## config.mk

```make
export PLATFORM = sky130hd
export DESIGN_NAME = smdc_ctrl
export DESIGN_NICKNAME = d
export VERILOG_FILES = /design/src/design/smdc_pkg.sv /design/src/design/smdc_ctrl.sv
export SDC_FILE = /design/constraint.sdc
export NUM_CORES = 1
export LEC_CHECK = 0
export ABC_AREA = 1
export BUFFER_PORTS_ARGS = -buffer_cell sky130_fd_sc_hd__buf_4
export CAP_MARGIN = 20
export CORE_AREA = 2 2 39 41
export CTS_CLUSTER_DIAMETER = 60
export DETAILED_ROUTE_END_ITERATION = 12
export DIE_AREA = 0 0 41 43
export GPL_ROUTABILITY_DRIVEN = 0
export SLEW_MARGIN = 20
export SYNTH_ARGS = -nofsm -noshare
export SYNTH_HDL_FRONTEND = slang
export SYNTH_SLANG_ARGS = --single-unit
```

## constraint.sdc

```tcl
create_clock -name clk_i -period 0.8 [get_ports clk_i]
set_input_delay 0.08 -clock clk_i [delete_from_list [all_inputs] [get_ports clk_i]]
set_output_delay 0.08 -clock clk_i [all_outputs]
set_load 0.005 [all_outputs]
```

## src/design/smdc_pkg.sv

```systemverilog
// ----------------------------------------------------------------------------
// smdc_pkg
// Shared types for the sliding window median / absolute deviation cost core.
// ----------------------------------------------------------------------------
package smdc_pkg;

  localparam int unsigned SAMPLE_W = 32;
  localparam int unsigned COST_W   = 43;
  localparam int unsigned WSIZE_W  = 11;

  typedef struct packed {
    logic signed [SAMPLE_W-1:0] sample;
    logic                       start_of_sequence;
  } in_beat_t;

  typedef struct packed {
    logic        [COST_W-1:0]   window_cost;
    logic signed [SAMPLE_W-1:0] window_median;
  } out_beat_t;

  typedef enum logic [2:0] {
    ST_IDLE,
    ST_PREP,
    ST_PRIME,
    ST_MERGE,
    ST_COMMIT
  } ctrl_state_e;

  // controller -> datapath
  typedef struct packed {
    logic load;
    logic prep;
    logic prime;
    logic step;
    logic commit;
  } dp_cmd_t;

  // datapath -> controller
  typedef struct packed {
    logic merge_done;
    logic out_busy;
  } dp_status_t;

endpackage

```

## src/design/smdc_ctrl.sv

```systemverilog
// ----------------------------------------------------------------------------
// smdc_ctrl
// Sequencer: accept a sample, fetch the oldest, run the sorted merge pass,
// then commit the result once the output register is free.
// ----------------------------------------------------------------------------
module smdc_ctrl (
  input  logic                 clk_i,
  input  logic                 rst_ni,
  input  logic                 in_valid_i,
  output logic                 in_ready_o,
  input  smdc_pkg::dp_status_t status_i,
  output smdc_pkg::dp_cmd_t    cmd_o
);
  import smdc_pkg::*;

  ctrl_state_e state_q, state_d;

  always_ff @(posedge clk_i or negedge rst_ni) begin
    if (!rst_ni) begin
      state_q <= ST_IDLE;
    end else begin
      state_q <= state_d;
    end
  end

  always_comb begin
    state_d    = state_q;
    cmd_o      = '0;
    in_ready_o = 1'b0;
    unique case (state_q)
      ST_IDLE: begin
        in_ready_o = 1'b1;
        if (in_valid_i) begin
          cmd_o.load = 1'b1;
          state_d    = ST_PREP;
        end
      end
      ST_PREP: begin
        cmd_o.prep = 1'b1;
        state_d    = ST_PRIME;
      end
      ST_PRIME: begin
        cmd_o.prime = 1'b1;
        state_d     = ST_MERGE;
      end
      ST_MERGE: begin
        cmd_o.step = 1'b1;
        if (status_i.merge_done) begin
          state_d = ST_COMMIT;
        end
      end
      ST_COMMIT: begin
        if (!status_i.out_busy) begin
          cmd_o.commit = 1'b1;
          state_d      = ST_IDLE;
        end
      end
      default: state_d = ST_IDLE;
    endcase
  end

endmodule

```

==> flow_metrics.env, run 1 <==
export IMPL_setup_viol=9
export IMPL_cts_root_buf="clkbuf_4"
export IMPL_clock_fmax_mhz=846.2
export IMPL_p_per_area_nw_per_um2=4075
export IMPL_final_core_util_pct=30.83
export IMPL_synthArstFlopShare_pct=100.0
export IMPL_violations="negative setup slack"
export IMPL_vias=259
export IMPL_cp_slowest_stage_delay_ps=440
export IMPL_fin_crit_ps=1182
export IMPL_ys_ff_latch=3
export IMPL_synth_edff_count=0
export IMPL_fin_skew_ps=2.952
export IMPL_postRouteAntennaNets=0
export IMPL_ir_worst_vdd_mv=1.052
export IMPL_synth_main_ff_cell="dfrtp_1"
export IMPL_cp_num_cells=2
export IMPL_yosys_area_top_type_share_pct=37.97
export IMPL_synth_most_common_cell="inv_1"
export IMPL_hp_class="in2reg"
export IMPL_cp_arrival_ps=1100
export IMPL_num_rows=14
export IMPL_slew_headroom_pct=84.71
export IMPL_synthMuxAreaShare_pct=0
export IMPL_worstSetupEndpointType="output port"
export IMPL_whs_endpoint="state_q[2]$_DFFE_PN0P_"
export IMPL_routed_wl_um=626
export IMPL_cp_top_family="flip-flops"
export IMPL_cts_buffer_depth=2
export IMPL_critical_path_startpoint_type="flop"
export IMPL_largestRegisters="state_q: 3 flops"
export IMPL_synthToLayoutAreaGrowth_pct=115.8
export IMPL_synth_cells=27
export IMPL_drive_gt1_share_pct=63.27
export IMPL_grt_max_degree=6
export IMPL_cts_htree_levels=1
export IMPL_critPathKind="reg2out"
export IMPL_ioPinCount=11
export IMPL_clock_sinks=3
export IMPL_path_cells="nor4_1 > buf_4"
export IMPL_core_um2=1384
export IMPL_yosys_area_share_adder_pct=0
export IMPL_rsz0062_at_grt="true"
export IMPL_finalCritPeriodShare_pct=147.7
export IMPL_rr_endpoint="state_q[0]$_DFFE_PN0P_"
export IMPL_setup_ws_ps=-381.8
export IMPL_regMostFlops="state_q"
export IMPL_dp_hpwl_um=368.4
export IMPL_synth_nets=32
export IMPL_dieArea_um2=1763
export IMPL_cpMaxStageDelayCell="dfrtp_2"
export IMPL_grt_usage_pct=10.78
export IMPL_ys_types=12
export IMPL_syn_area_um2=197.7
export IMPL_place_ws_ps=-198.1
export IMPL_synth_area_leader_cell="dfrtp_1"
export IMPL_yosys_area_share_xor_xnor_pct=0
export IMPL_drt_iter0_markers=0
export IMPL_yosysSeqAreaShare_pct=37.97
export IMPL_synth_compound_area_share_pct=3.797
export IMPL_routed_via_density=3.985
export IMPL_grt_remaining_overflow=0
export IMPL_drc=0
export IMPL_final_nets=55
export IMPL_insertion_delay_ps=240
export IMPL_hp_start="status_i[1]"
export IMPL_dieHeight_um=43
export IMPL_required_ps=720
export IMPL_slew_violations=0
export IMPL_stdcell_count=65
export IMPL_rr_worst_depth=6
export IMPL_p_leak_uw=0.0002297
export IMPL_antenna_found_initial=0
export IMPL_tightest_slew_ps=227.3
export IMPL_crit_buf_inv=1
export IMPL_ff2ff_setup_slack_ps=-310
export IMPL_grt_first_pass_wirelength_um=1124
export IMPL_status="finished with violations"
export IMPL_cts_tree="yes"
export IMPL_final_hold_viol_count=0
export IMPL_die_w_um=41
export IMPL_synth_area_top_cells="dfrtp_1 38%, inv_1 11%, nand3_1 7.6%, nor2_1 7.6%, nand2_2 6.3%"
export IMPL_dp_cells=53
export IMPL_avgSynthCellArea_um2=7.322
export IMPL_synth_top_family_by_area="simple AND/OR/NAND/NOR gates"
export IMPL_yosys_top_cells_count="6 x inv_1, 4 x nor2_1, 3 x dfrtp_1, 3 x nand3_1"
export IMPL_cts_buffers=3
export IMPL_port_buffers=10
export IMPL_dr_pass1_iters=1
export IMPL_diodes=0
export IMPL_yosys_area_share_simple_pct=43.04
export IMPL_yosysWarnings=0
export IMPL_grt_pass1_vias=265
export IMPL_r2r_start="state_q[2]$_DFFE_PN0P_"
export IMPL_largest_register_ffs=3
export IMPL_path_clk_slew_ps=40
export IMPL_start_util_pct=14.29
export IMPL_drv_cap=0
export IMPL_wire_per_inst_um=9.631
export IMPL_whs_path_depth=3
export IMPL_crit_fanout=5
## worst max path at each step
| stage | startpoint | endpoint |
|---|---|---|
| floorplan | state_q[0]$_DFFE_PN0P_ | state_q[0]$_DFFE_PN0P_ |
| global placement | state_q[0]$_DFFE_PN0P_ | cmd_o[4] |
| detailed placement | state_q[0]$_DFFE_PN0P_ | cmd_o[4] |
| CTS | state_q[1]$_DFFE_PN0P_ | cmd_o[0] |
| global route | state_q[2]$_DFFE_PN0P_ | cmd_o[4] |
| finish | state_q[1]$_DFFE_PN0P_ | cmd_o[0] |
## area by class of cell
| type | count | area (um2) |
|---|---|---|
| Sequential cell | 3 | 77.57 |
| Fill cell | 149 | 957.2 |
| Clock buffer | 4 | 26.28 |
| Timing Repair Buffer | 19 | 160.2 |
| Inverter | 6 | 22.52 |
| Tap cell | 16 | 20.02 |
| Multi-Input combinational cell | 17 | 120.1 |
## worst reg2reg max path: stages, from the launching register on
cell	delay (ps)
dfrtp_1	410
buf_4	160
nor2_4	140
buf_6	120
nand2_4	40
nand4_1	60
nand2_1	60
## repair_timing
item | CTS | global route
pin swaps | 5 | 3
hold buffers | 1 | 0
endpoints found under the setup margin | 9 | 9
hold endpoints to repair | 3 | 0
setup buffers | 6 | 1
resized for setup | 11 | 1
## cells in the final DEF, fill, tap and decap left out, types with 2 or more instances in the layout
cell      count
buf_4        14
buf_6         4
clkbuf_4      3
dfrtp_2       2
inv_1         4
inv_2         2
nand2_1       2
nand2_4       2
nand3_1       2
nand4_1       2
nor2_1        3
nor2_4        2
## layer usage
layer	routed length, um	up-vias	share of wire [%]	track usage, %
li1	-	131	-	-
met1	219	119	35	10.06
met2	364	7	58	14.06
met3	30	2	4.8	5.236
met4	12	0	1.9	14.00
met5	0	-	0	0
## power breakdown
part           internal (uW)  total, uW  switching, uW
clock                    188        279           91.1
combinational            646       1110            467
sequential               234        347            112
total                   1070       1740            671
## logic make-up (layout without fill, tap and decap cells)
kind of cell,after synthesis,count (layout)
AND/OR/NAND/NOR,16,16
AO/OA/AOI/OAI,1,1
flip-flops,3,3
buffers and inverters,7,29
## through the flow
stage	instance area, um2	total power, uW	hold WS (ps)	TNS, ps
global route	426.7	1885	125.2	-3412
global placement	300.3	992.3	-130.2	-1262
detailed placement	300.3	996.1	-129.1	-1266
CTS	414.1	1685	97.91	-2869
finish	426.7	1739	102.1	-2861
floorplan	205.2	714.4	-215.6	-338.5
Power figures use the tool's default switching activity.
==> inputs of run 2 (changes only) <==
- SETUP_SLACK_MARGIN: not set -> 0.3
==> flow_metrics.env, run 2 (same netlist as run 1, synthesis figures left out) <==
export IMPL_status="finished with violations"
export IMPL_violations="negative setup slack"
export IMPL_diodes=0
export IMPL_fin_crit_ps=1171
export IMPL_crit_fanout=4
export IMPL_ff2ff_setup_slack_ps=-330
export IMPL_required_ps=720
export IMPL_cp_arrival_ps=1090
export IMPL_setup_ws_ps=-371.3
export IMPL_critPathKind="reg2out"
export IMPL_dr_pass1_iters=4
export IMPL_grt_usage_pct=10.46
export IMPL_grt_first_pass_wirelength_um=1076
export IMPL_cp_slowest_stage_delay_ps=430
export IMPL_grt_max_degree=6
export IMPL_drv_cap=0
export IMPL_p_per_area_nw_per_um2=4089
export IMPL_final_hold_viol_count=0
export IMPL_slew_violations=0
export IMPL_drt_iter0_markers=7
export IMPL_grt_remaining_overflow=0
export IMPL_drc=0
export IMPL_cts_root_buf="clkbuf_4"
export IMPL_area_sequential_um2=78.83
export IMPL_nFillCells=153
export IMPL_dieHeight_um=43
export IMPL_mostFrequentLayoutCell="buf_4"
export IMPL_path_cells="nor2_4 > inv_2 > nor2_1 > buf_4"
export IMPL_ioPinCount=11
export IMPL_multi_input_area_um2=116.4
export IMPL_cts_buffer_depth=2
export IMPL_final_nets=55
export IMPL_routed_wl_um=659
export IMPL_slew_headroom_pct=87.37
export IMPL_cts_tree="yes"
export IMPL_regMostFlops="state_q"
export IMPL_cts_buffers=3
export IMPL_drive_gt1_share_pct=65.31
export IMPL_r2r_start="state_q[0]$_DFFE_PN0P_"
export IMPL_final_core_util_pct=30.11
export IMPL_ir_worst_vdd_mv=1.111
export IMPL_stdcell_count=65
export IMPL_fin_tns_setup_ps=-3048
export IMPL_core_um2=1384
export IMPL_largestRegisters="state_q: 3 flops"
export IMPL_dp_hpwl_um=385.5
export IMPL_cpMaxStageDelayCell="dfrtp_2"
export IMPL_tightest_slew_ps=187.9
export IMPL_cts_htree_levels=1
export IMPL_dieArea_um2=1763
export IMPL_crit_start="state_q[2]$_DFFE_PN0P_"
export IMPL_dp_cells=53
export IMPL_start_util_pct=14.29
export IMPL_whs_ps=119.5
export IMPL_setup_viol=9
export IMPL_synthToLayoutAreaGrowth_pct=110.8
export IMPL_port_buffers=10
export IMPL_final_cell_mix="16 x buf_4, 4 x inv_1"
export IMPL_rsz0062_at_grt="true"
export IMPL_hp_class="in2reg"
export IMPL_worstSetupEndpointType="output port"
export IMPL_finalCritPeriodShare_pct=146.4
export IMPL_rr_endpoint="state_q[0]$_DFFE_PN0P_"
export IMPL_grt_pass1_vias=269
export IMPL_largest_register_ffs=3
export IMPL_clock_fmax_mhz=853.8
export IMPL_endpoint="cmd_o[2]"
export IMPL_die_w_um=41
export IMPL_fin_skew_ps=1.054
export IMPL_fin_area_um2=416.7
export IMPL_insertion_delay_ps=240
export IMPL_clock_sinks=3
export IMPL_p_leak_uw=0.0002170
export IMPL_vias=276
export IMPL_num_rows=14
export IMPL_postRouteAntennaNets=0
export IMPL_wire_per_inst_um=10.14
export IMPL_rr_worst_depth=7
export IMPL_dpl_cell_area_um2=300.3
export IMPL_critical_path_startpoint_type="flop"
export IMPL_antenna_found_initial=0
export IMPL_routed_via_density=4.246
export IMPL_path_clk_slew_ps=40
-- run 2: per-stage QoR --
step,setup WS [ps],power [uW]
detailed placement,-190.1,1003
CTS,-378.4,1645
finish,-371.3,1704
floorplan,-89.80,720.5
global route,-437.8,1839
global placement,-188.5,998.7
-- run 2: power by group --
part           total (uW)  switching (uW)  internal [uW]
Combinational        1070             455            616
Sequential            355             117            238
Clock                 279            90.9            188
-- run 2: critical path: cells and delay by family (launching register included) --
kind,cells,cell delay (ps)
and+or+nand+nor,2,240
DFF,1,430
buffers and inverters,2,180
-- run 2: layer usage --
metal / share of wire, % / global-route usage, %
met5: 0 / 0
met4: 3.9 / 12.00
met3: 6.5 / 4.712
met1: 34 / 8.414
met2: 56 / 15.94
-- run 2: cell type report --
cell class,instances,area share [%]
Sequential cell,3,18.92
Timing Repair Buffer,19,36.64
Clock buffer,4,6.306
Multi-Input combinational cell,17,27.93
Tap cell,16,4.805
Inverter,6,5.405
-- run 2: how the worst min path moves through the flow --
stage	startpoint	endpoint	cells after the start
after global placement	rst_ni	state_q[1]$_DFFE_PN0P_	1
after global routing	status_i[1]	state_q[0]$_DFFE_PN0P_	4
after floorplan	rst_ni	state_q[0]$_DFFE_PN0P_	0
after CTS	status_i[1]	state_q[2]$_DFFE_PN0P_	3
after detailed placement	rst_ni	state_q[1]$_DFFE_PN0P_	1
final	status_i[1]	state_q[0]$_DFFE_PN0P_	4
-- run 2: timing repair --
action	CTS	global route
gates resized for setup	6	3
pin swaps	2	0
hold buffers	1	0
hold endpoints to repair	3	0
buffers inserted	7	0
endpoints found under the setup margin	9	9
